**src/pss_pkg.sv**
```systemverilog
// Shared types, constants and register indexes of the strobe sequencer.
`default_nettype none

package pss_pkg;

    // Width of the pulse measurement counter
    localparam int WIDTH_BITS = 8;
    localparam logic [WIDTH_BITS-1:0] WidthLimit = {WIDTH_BITS{1'b1}};

    // Reported width field
    localparam int LAST_W = 8;
    localparam int LastMax = (1 << LAST_W) - 1;

    localparam int CNT_W = 16;
    localparam int IDX_W = 3;
    localparam int DATA_W = 16;

    // Register indexes of the configuration port
    localparam logic [IDX_W-1:0] CFG_RADIO_PRESENT  = 3'd0;
    localparam logic [IDX_W-1:0] CFG_WIDTH_THRESH   = 3'd1;
    localparam logic [IDX_W-1:0] CFG_WIDTH_DEADBAND = 3'd2;
    localparam logic [IDX_W-1:0] CFG_STROBE_ON      = 3'd3;
    localparam logic [IDX_W-1:0] CFG_DARK_WAIT      = 3'd4;
    localparam logic [IDX_W-1:0] CFG_CHECK_INTERVAL = 3'd5;

    // Reset values of the registers
    localparam logic [7:0]       RST_WIDTH_THRESH   = 8'd92;
    localparam logic [7:0]       RST_WIDTH_DEADBAND = 8'd4;
    localparam logic [CNT_W-1:0] RST_STROBE_ON      = 16'd3750;
    localparam logic [CNT_W-1:0] RST_DARK_WAIT      = 16'd62500;
    localparam logic [CNT_W-1:0] RST_CHECK_INTERVAL = 16'd3125;

    // Sequencer phases, one-hot
    typedef enum logic [4:0] {
        PH_IDLE     = 5'b00001,
        PH_WAIT     = 5'b00010,
        PH_STROBE_A = 5'b00100,
        PH_GAP      = 5'b01000,
        PH_STROBE_B = 5'b10000
    } phase_t;

    // Configuration register set
    typedef struct packed {
        logic             radio_present;
        logic [7:0]       width_threshold;
        logic [7:0]       width_deadband;
        logic [CNT_W-1:0] strobe_on_ticks;
        logic [CNT_W-1:0] dark_wait_ticks;
        logic [CNT_W-1:0] check_interval_ticks;
    } cfg_t;

    // Light drives of one tick
    typedef struct packed {
        logic wing_lights;
        logic strobe_a_drive;
        logic strobe_b_drive;
    } drive_t;

endpackage

`default_nettype wire

```
**src/pss_if.sv**
```systemverilog
// Handshake channel interfaces: pulse input, result output and configuration writes.
`default_nettype none

interface pss_in_if;
    logic valid;
    logic ready;
    logic pulse_level;

    modport source (output valid, output pulse_level, input ready);
    modport sink   (input valid, input pulse_level, output ready);
endinterface

interface pss_out_if;
    logic       valid;
    logic       ready;
    logic       wing_lights;
    logic       strobe_a_drive;
    logic       strobe_b_drive;
    logic [7:0] last_width;

    modport source (output valid, output wing_lights, output strobe_a_drive,
                    output strobe_b_drive, output last_width, input ready);
    modport sink   (input valid, input wing_lights, input strobe_a_drive,
                    input strobe_b_drive, input last_width, output ready);
endinterface

interface pss_cfg_if;
    logic        valid;
    logic        ready;
    logic [2:0]  index;
    logic [15:0] data;

    modport source (output valid, output index, output data, input ready);
    modport sink   (input valid, input index, input data, output ready);
endinterface

`default_nettype wire

```
**src/pss_width_meter.sv**
```systemverilog
// High-pulse width measurement with saturating tick counter.
`default_nettype none

module pss_width_meter
    import pss_pkg::*;
(
    input  wire logic                  clk,
    input  wire logic                  rst_n,
    input  wire logic                  en,
    input  wire logic                  pulse_level,
    output      logic [WIDTH_BITS-1:0] width_next
);

    logic [WIDTH_BITS-1:0] high_counter_reg, high_counter_next;
    logic [WIDTH_BITS-1:0] width_reg;
    logic                  prev_level_reg;

    // Count high ticks; restart on a rising edge, capture on a falling edge
    always_comb
    begin
        high_counter_next = high_counter_reg;
        width_next        = width_reg;
        if (pulse_level && !prev_level_reg)
        begin
            high_counter_next = WIDTH_BITS'(1);
        end
        else if (pulse_level)
        begin
            if (high_counter_reg < WidthLimit)
            begin
                high_counter_next = high_counter_reg + WIDTH_BITS'(1);
            end
        end
        else if (prev_level_reg)
        begin
            width_next = high_counter_reg;
        end
    end

    // Hold measurement state between accepted items
    always_ff @(posedge clk or negedge rst_n)
    begin
        if (!rst_n)
        begin
            high_counter_reg <= '0;
            width_reg        <= '0;
            prev_level_reg   <= 1'b0;
        end
        else if (en)
        begin
            high_counter_reg <= high_counter_next;
            width_reg        <= width_next;
            prev_level_reg   <= pulse_level;
        end
    end

endmodule

`default_nettype wire

```
**src/pss_sequencer.sv**
```systemverilog
// Light request hysteresis and the dark wait / strobe phase sequencer.
`default_nettype none

module pss_sequencer
    import pss_pkg::*;
(
    input  wire logic                  clk,
    input  wire logic                  rst_n,
    input  wire logic                  en,
    input  wire cfg_t                  cfg,
    input  wire logic [WIDTH_BITS-1:0] width,
    output      drive_t                drive_next
);

    phase_t           phase_reg, phase_next;
    logic [CNT_W-1:0] phase_cnt_reg, phase_cnt_next;
    logic [CNT_W-1:0] check_cnt_reg, check_cnt_next;
    logic             request_reg, request_next;
    logic             active_reg, active_next;

    // Advance the phase, then re-evaluate the request whenever idle
    always_comb
    begin
        logic [CNT_W-1:0] pc_inc;
        logic [CNT_W-1:0] cc_inc;
        logic [CNT_W-1:0] len;
        logic             check_due;
        logic             abort;
        logic             done;
        logic [8:0]       on_level;

        pc_inc    = phase_cnt_reg + CNT_W'(1);
        cc_inc    = check_cnt_reg + CNT_W'(1);
        check_due = (cfg.check_interval_ticks == '0) || (cc_inc >= cfg.check_interval_ticks);
        abort     = check_due && cfg.radio_present
                    && (32'(width) < 32'(cfg.width_threshold));
        on_level  = {1'b0, cfg.width_threshold} + {1'b0, cfg.width_deadband};

        unique case (phase_reg)
            PH_WAIT:  len = cfg.dark_wait_ticks;
            default:  len = cfg.strobe_on_ticks;
        endcase
        done = (len == '0) || (pc_inc >= len);

        phase_next     = phase_reg;
        phase_cnt_next = phase_cnt_reg;
        check_cnt_next = check_cnt_reg;
        request_next   = request_reg;
        active_next    = active_reg;

        unique case (phase_reg)
            PH_WAIT:
            begin
                check_cnt_next = check_due ? '0 : cc_inc;
                if (abort)
                begin
                    phase_next     = PH_IDLE;
                    phase_cnt_next = '0;
                end
                else
                begin
                    phase_cnt_next = done ? '0 : pc_inc;
                    if (done)
                        phase_next = PH_STROBE_A;
                end
            end
            PH_STROBE_A:
            begin
                phase_cnt_next = done ? '0 : pc_inc;
                if (done)
                    phase_next = PH_GAP;
            end
            PH_GAP:
            begin
                phase_cnt_next = done ? '0 : pc_inc;
                if (done)
                    phase_next = PH_STROBE_B;
            end
            PH_STROBE_B:
            begin
                phase_cnt_next = done ? '0 : pc_inc;
                if (done)
                    phase_next = PH_IDLE;
            end
            default:
            begin
                phase_next = PH_IDLE;
            end
        endcase

        if (phase_next == PH_IDLE)
        begin
            // Inside the hysteresis band the request keeps its value
            priority if (!cfg.radio_present)
                request_next = 1'b1;
            else if (32'(width) >= 32'(on_level))
                request_next = 1'b1;
            else if (32'(width) < 32'(cfg.width_threshold))
                request_next = 1'b0;
            else
                request_next = request_reg;
            active_next = request_next;
            if (request_next)
            begin
                phase_next     = PH_WAIT;
                phase_cnt_next = '0;
                check_cnt_next = '0;
            end
        end

        drive_next.wing_lights    = active_next;
        drive_next.strobe_a_drive = (phase_next == PH_STROBE_A);
        drive_next.strobe_b_drive = (phase_next == PH_STROBE_B);
    end

    // Hold sequencer state between accepted items
    always_ff @(posedge clk or negedge rst_n)
    begin
        if (!rst_n)
        begin
            phase_reg     <= PH_IDLE;
            phase_cnt_reg <= '0;
            check_cnt_reg <= '0;
            request_reg   <= 1'b0;
            active_reg    <= 1'b0;
        end
        else if (en)
        begin
            phase_reg     <= phase_next;
            phase_cnt_reg <= phase_cnt_next;
            check_cnt_reg <= check_cnt_next;
            request_reg   <= request_next;
            active_reg    <= active_next;
        end
    end

    // A running sequence always has the lights active
    a_phase_needs_active: assert property (@(posedge clk) disable iff (!rst_n)
        (phase_reg != PH_IDLE) |-> active_reg)
        else $error("sequencer out of idle with lights inactive");

    // A new dark wait starts from cleared counters
    a_wait_starts_clear: assert property (@(posedge clk) disable iff (!rst_n)
        (en && (phase_reg != PH_WAIT) && (phase_next == PH_WAIT))
        |=> (phase_cnt_reg == '0) && (check_cnt_reg == '0))
        else $error("dark wait started with stale counters");

    // Strobe A leads only to itself or to the gap
    a_strobe_a_order: assert property (@(posedge clk) disable iff (!rst_n)
        (en && (phase_reg == PH_STROBE_A))
        |=> ((phase_reg == PH_STROBE_A) || (phase_reg == PH_GAP)))
        else $error("strobe A left to an illegal phase");

endmodule

`default_nettype wire

```
**src/pwm_switched_strobe_sequencer.sv**
```systemverilog
// Top level of the pulse-switched wing light and strobe sequencer.
//
// One input item is one timer tick carrying the sampled control pulse level;
// each accepted item yields exactly one result item with the light drives and
// the last measured pulse width. An item is taken every clock cycle while the
// result register is empty or being emptied: all the per-tick work (width
// counter, hysteresis compare, phase and check counters) settles in one cycle
// between the state and result registers, so a result is valid in the cycle
// after its item is accepted, at one item per cycle while results are taken.
// Configuration writes are always ready and take effect at the next tick.
`default_nettype none

module pwm_switched_strobe_sequencer
    import pss_pkg::*;
(
    input  wire logic clk,
    input  wire logic rst_n,
    pss_in_if.sink    pulse_in,
    pss_out_if.source result_out,
    pss_cfg_if.sink   cfg_in
);

    cfg_t                  cfg_reg;
    logic                  out_valid_reg;
    drive_t                drive_reg;
    logic [LAST_W-1:0]     last_width_reg;
    logic                  accept;
    logic [WIDTH_BITS-1:0] width_next;
    drive_t                drive_next;
    logic [LAST_W-1:0]     last_width_next;

    // Take a new item whenever the result register is free or draining
    assign pulse_in.ready = !out_valid_reg || result_out.ready;
    assign accept         = pulse_in.valid && pulse_in.ready;
    assign cfg_in.ready   = 1'b1;

    // Register writes; indexes beyond the list are dropped
    always_ff @(posedge clk or negedge rst_n)
    begin
        if (!rst_n)
        begin
            cfg_reg.radio_present        <= 1'b0;
            cfg_reg.width_threshold      <= RST_WIDTH_THRESH;
            cfg_reg.width_deadband       <= RST_WIDTH_DEADBAND;
            cfg_reg.strobe_on_ticks      <= RST_STROBE_ON;
            cfg_reg.dark_wait_ticks      <= RST_DARK_WAIT;
            cfg_reg.check_interval_ticks <= RST_CHECK_INTERVAL;
        end
        else if (cfg_in.valid)
        begin
            unique case (cfg_in.index)
                CFG_RADIO_PRESENT:  cfg_reg.radio_present        <= cfg_in.data[0];
                CFG_WIDTH_THRESH:   cfg_reg.width_threshold      <= cfg_in.data[7:0];
                CFG_WIDTH_DEADBAND: cfg_reg.width_deadband       <= cfg_in.data[7:0];
                CFG_STROBE_ON:      cfg_reg.strobe_on_ticks      <= cfg_in.data;
                CFG_DARK_WAIT:      cfg_reg.dark_wait_ticks      <= cfg_in.data;
                CFG_CHECK_INTERVAL: cfg_reg.check_interval_ticks <= cfg_in.data;
                default:            ;
            endcase
        end
    end

    pss_width_meter u_meter (
        .clk         (clk),
        .rst_n       (rst_n),
        .en          (accept),
        .pulse_level (pulse_in.pulse_level),
        .width_next  (width_next)
    );

    pss_sequencer u_seq (
        .clk        (clk),
        .rst_n      (rst_n),
        .en         (accept),
        .cfg        (cfg_reg),
        .width      (width_next),
        .drive_next (drive_next)
    );

    // Saturate the reported width to the output field
    always_comb
    begin
        if (32'(width_next) > LastMax)
            last_width_next = LAST_W'(LastMax);
        else
            last_width_next = LAST_W'(width_next);
    end

    // Result register: load on accept, drop once taken
    always_ff @(posedge clk or negedge rst_n)
    begin
        if (!rst_n)
        begin
            out_valid_reg <= 1'b0;
        end
        else if (accept)
        begin
            out_valid_reg <= 1'b1;
        end
        else if (result_out.ready)
        begin
            out_valid_reg <= 1'b0;
        end
    end

    always_ff @(posedge clk)
    begin
        if (accept)
        begin
            drive_reg      <= drive_next;
            last_width_reg <= last_width_next;
        end
    end

    assign result_out.valid          = out_valid_reg;
    assign result_out.wing_lights    = drive_reg.wing_lights;
    assign result_out.strobe_a_drive = drive_reg.strobe_a_drive;
    assign result_out.strobe_b_drive = drive_reg.strobe_b_drive;
    assign result_out.last_width     = last_width_reg;

    // Every accepted item leaves a result waiting in the next cycle
    a_accept_gives_result: assert property (@(posedge clk) disable iff (!rst_n)
        accept |=> result_out.valid)
        else $error("accepted item produced no result");

endmodule

`default_nettype wire
```
**src/flat_wrapper.sv**
```systemverilog
// flat-port wrapper written by rule: the top's interface ports become plain ports
module pwm_switched_strobe_sequencer_flat import pss_pkg::*;
  (clk, rst_n, pulse_in_valid, pulse_in_pulse_level, pulse_in_ready, result_out_valid, result_out_wing_lights, result_out_strobe_a_drive, result_out_strobe_b_drive, result_out_last_width, result_out_ready, cfg_in_valid, cfg_in_index, cfg_in_data, cfg_in_ready);
  pss_in_if pulse_in_i ();
  pss_out_if result_out_i ();
  pss_cfg_if cfg_in_i ();
  input  wire logic clk;
  input  wire logic rst_n;
  input wire logic [$bits(pulse_in_i.valid)-1:0] pulse_in_valid;
  input wire logic [$bits(pulse_in_i.pulse_level)-1:0] pulse_in_pulse_level;
  output wire logic [$bits(pulse_in_i.ready)-1:0] pulse_in_ready;
  output wire logic [$bits(result_out_i.valid)-1:0] result_out_valid;
  output wire logic [$bits(result_out_i.wing_lights)-1:0] result_out_wing_lights;
  output wire logic [$bits(result_out_i.strobe_a_drive)-1:0] result_out_strobe_a_drive;
  output wire logic [$bits(result_out_i.strobe_b_drive)-1:0] result_out_strobe_b_drive;
  output wire logic [$bits(result_out_i.last_width)-1:0] result_out_last_width;
  input wire logic [$bits(result_out_i.ready)-1:0] result_out_ready;
  input wire logic [$bits(cfg_in_i.valid)-1:0] cfg_in_valid;
  input wire logic [$bits(cfg_in_i.index)-1:0] cfg_in_index;
  input wire logic [$bits(cfg_in_i.data)-1:0] cfg_in_data;
  output wire logic [$bits(cfg_in_i.ready)-1:0] cfg_in_ready;
  assign pulse_in_i.valid = pulse_in_valid;
  assign pulse_in_i.pulse_level = pulse_in_pulse_level;
  assign pulse_in_ready = pulse_in_i.ready;
  assign result_out_valid = result_out_i.valid;
  assign result_out_wing_lights = result_out_i.wing_lights;
  assign result_out_strobe_a_drive = result_out_i.strobe_a_drive;
  assign result_out_strobe_b_drive = result_out_i.strobe_b_drive;
  assign result_out_last_width = result_out_i.last_width;
  assign result_out_i.ready = result_out_ready;
  assign cfg_in_i.valid = cfg_in_valid;
  assign cfg_in_i.index = cfg_in_index;
  assign cfg_in_i.data = cfg_in_data;
  assign cfg_in_ready = cfg_in_i.ready;
  pwm_switched_strobe_sequencer u_core (.clk(clk), .rst_n(rst_n), .pulse_in(pulse_in_i), .result_out(result_out_i), .cfg_in(cfg_in_i));
endmodule
```
**config.mk**
```make
export PLATFORM = sky130hd
export DESIGN_NAME = pwm_switched_strobe_sequencer_flat
export DESIGN_NICKNAME = d
export VERILOG_FILES = /design/src/pss_pkg.sv /design/src/pss_if.sv /design/src/pss_width_meter.sv /design/src/pss_sequencer.sv /design/src/pwm_switched_strobe_sequencer.sv /design/src/flat_wrapper.sv
export SDC_FILE = /design/constraint.sdc
export NUM_CORES = 1
export LEC_CHECK = 0
export ABC_CLOCK_PERIOD_IN_PS = 3550
export BUFFER_PORTS_ARGS = -buffer_cell sky130_fd_sc_hd__buf_2
export CORE_AREA = 8 8 118 141
export CTS_CLUSTER_DIAMETER = 100
export DETAILED_ROUTE_END_ITERATION = 10
export DIE_AREA = 0 0 126 149
export PLACE_DENSITY = 0.76
export REMOVE_ABC_BUFFERS = 1
export SETUP_SLACK_MARGIN = 0.15
export SYNTH_ARGS = -nofsm -noshare
export SYNTH_HDL_FRONTEND = slang
export SYNTH_SLANG_ARGS = --single-unit
```
**constraint.sdc**
```tcl
create_clock -name clk -period 3.55 [get_ports clk]
set_input_delay 0.355 -clock clk [delete_from_list [all_inputs] [get_ports clk]]
set_output_delay 0.355 -clock clk [all_outputs]
set_load 0.02 [all_outputs]
```
==> results.cfg <==
[outcome]
outcome = finished with violations
violations = negative setup slack

[cts]
cts_root_buffer = clkbuf_16
clk_latency_ns = 0.42
numCtsBuffers = 17
clock_path_buffers = 2
cts.htree.levels = 4
path_clk_slew_ns = 0.06
cts.sinks = 133
cts_tree = built

[power]
ir_drop_mv = 0.397
power_density_mw_per_mm2 = 742
p_leak_nw = 4.55

[global_routing]
grt.met2_usage_pct = 38.0
busiest_layer = met2
met3_usage_pct = 4.72
track_usage_pct = 22.1
antenna_found_initial = 0
grt-ovfl-total = 0
grt_pass1_wl_microns = 33100
grt_max_degree = 123
met1_usage_pct = 25.4
grt_pass1_vias = 6746

[timing]
worst_slack_ns = -0.0277
setup_tns_ns = -0.175
slew_viol_final = 0
min_period_over_period_pct = 101
max_freq_mhz = 280
setup_viol = 10
fin_crit_ns = 3.58
finalClockSkew_ns = 0.0115
finalHoldViolCount = 0
rsz0062_at_grt = yes
whs_ns = 0.0112
worst_slew_pin_slew_ns = 1.00
max_slew_margin_pct = 32.9

[die]
initial_utilization_pct = 55.1
std_cell_rows = 48
core_area_sq_mm = 0.0143
die_w_microns = 126
io_pins = 39
die_h_microns = 149
fp.dieArea_sq_mm = 0.0188

[cells_and_area]
fin_nets = 964
num-fill-cells = 929
regArea_sq_mm = 0.00342
drive_gt1_share_pct = 37.8
instances_no_fill = 1068
fin_area_sq_mm = 0.0101
syn_to_final_growth_pct = 28.1
final_cell_mix = 94 x dfrtp_1, 81 x nand2_1, 73 x buf_4
multi_input_area_sq_mm = 0.00476
largest_register_ff_count = 65
diodes = 0
final_common_cell = dfrtp_1

[placed_design]
place_inst = 1002
dp_slack_ns = -0.114
gp_congestion = 0.882
port_buffers = 37
place_hpwl_microns = 13900
placed_area_sq_mm = 0.00864

[logic_synthesis]
synth_cell_types = 74
synth_top_area_share_pct = 30.5
ys.flop_type = dfrtp_1
yosysTopAreaCell = dfrtp_1
syn-cell-area_sq_mm = 0.00788
async_reset_ff_share_pct = 91.7
syn_inst = 762
syn_avg_cell_area_sq_um = 10.3
yosys_warnings = 0
synth_seq_area_share_pct = 43.4
ys_ff_latch = 133
synth_area_leaders = dfrtp_1 30%, mux2_2 9.6%, ha_1 9.2%
synth_edf_count = 11

[detailed_routing]
via_per_inst = 6.31
routed_wirelength_microns = 22000
wl_per_cell_microns = 20.6
vias = 6740
first_pass_iters = 5
drt_first_iter_violations = 726
drc = 0
ant_nets = 0

[worst_hold_path]
hp-class = in -> async

[setup_path]
end_kind = register
rr_worst_depth = 17
startpoint = u_core.u_seq.phase_cnt_reg[0]$_DFFE_PN0P_
worst-setup-path-type = reg -> reg
r2r-start = u_core.u_seq.phase_cnt_reg[0]$_DFFE_PN0P_
cp-start-kind = register
r2r_end = u_core.u_seq.check_cnt_reg[8]$_DFFE_PN0P_
rrSetupSlack_ns = -0.03
cp_max_fo = 8
required_ns = 3.85
worstPathArrival_ns = 3.88

[run]
maxCapViolations = 0
[area by class of cell]
class | count | area share, %
multi-input combinational | 568 | 47.2
tap | 175 | 2.17
sequential | 133 | 33.9
clock buffer | 23 | 4.64
timing repair buffer | 126 | 9.89
inverter | 34 | 1.26
clock inverter | 9 | 1.02
[cell usage after synthesis (2+ instances only)]
master	number
dfrtp_1	96
nand2_1	84
mux2_2	67
ha_1	58
nor2_1	35
inv_1	32
o21ai_0	28
a21oi_1	26
dfstp_2	26
nand3_1	24
mux2i_1	22
clkbuf_1	20
o21ai_1	20
xnor2_1	18
a21o_1	16
nor4_1	15
xor2_1	14
a22oi_1	13
a22o_1	11
edfxtp_1	11
nand4_1	10
nor3_1	10
nand2b_1	7
nor2b_1	7
a211oi_1	6
and3_1	6
o211ai_1	6
o21a_1	6
buf_2	5
or2_2	5
a2111oi_0	4
a211o_1	3
a31oi_1	3
nor3b_1	3
a32o_1	2
and2_1	2
and4_1	2
buf_1	2
nand4b_1	2
[through the flow]
stage / power [W] / utilization (%)
floorplan: 0.00391 / -
global placement: 0.00472 / 60.5
detailed placement: 0.00488 / 60.5
CTS: 0.00688 / 67.0
global route: 0.00789 / 70.6
finish: 0.00749 / 70.6
[worst max-delay path: stages (launching register included)]
cell       delay, ns
dfrtp_1         0.39
ha_2            0.20
and3_4          0.19
nand3_4         0.09
nor2b_4         0.16
and4_4          0.27
nand3_4         0.10
xnor2_4         0.18
ha_4            0.27
nand4_1         0.10
o211ai_1        0.25
a211o_1         0.22
buf_6           0.12
nand4_1         0.21
a21oi_4         0.31
buf_12          0.16
clkbuf_16       0.14
o21ai_2         0.06
[kinds of logic (layout without fill, tap and decap cells)]
kind of cell | Yosys count | after routing | synth area share [%]
multiplexers | 91 | 91 | 12.7
AO/OA/AOI/OAI | 163 | 164 | 14.1
other | 1 | 1 | 0.0476
flip-flops | 133 | 133 | 43.4
buffers and inverters | 62 | 192 | 3.08
adder cells (fa/ha/maj) | 59 | 59 | 9.47
XOR/XNOR | 32 | 32 | 3.56
AND/OR/NAND/NOR | 221 | 221 | 13.7
[worst max-delay path by stage]
stage,endpoint,slack (ns),depth (start not counted)
6_report,u_core.u_seq.check_cnt_reg[8]$_DFFE_PN0P_,-0.03,17
3_5_place_dp,u_core.u_seq.phase_cnt_reg[12]$_DFFE_PN0P_,-0.11,14
5_1_grt,u_core.u_seq.check_cnt_reg[1]$_DFFE_PN0P_,-0.14,17
2_1_floorplan,u_core.u_seq.phase_reg[4]$_DFFE_PN0P_,-0.43,11
4_1_cts,u_core.u_seq.phase_reg[4]$_DFFE_PN0P_,0.12,13
3_3_place_gp,u_core.u_seq.phase_cnt_reg[0]$_DFFE_PN0P_,-0.008,13
[layer usage]
layer | up-vias | wire (microns) | share of wire (%)
met5 | - | 0 | 0
li1 | 3039 | - | -
met1 | 3361 | 8580 | 39
met4 | 0 | 913 | 4.2
met2 | 268 | 11200 | 51
met3 | 72 | 1290 | 5.9
[timing repair]
item,in CTS,in global routing
gates cloned,1,2
hold buffers,0,0
buffers inserted,12,19
gates resized for setup,53,66
pin swaps,11,43
endpoints found under the setup margin,39,41
[where the power goes]
group          internal, W  total [W]  switching (W)  leakage (nW)
Clock              0.00106    0.00171       0.000642         0.275
Combinational      0.00167    0.00348        0.00181          2.69
Sequential         0.00195    0.00230       0.000349          1.58
(Power assumes the default switching activity.)
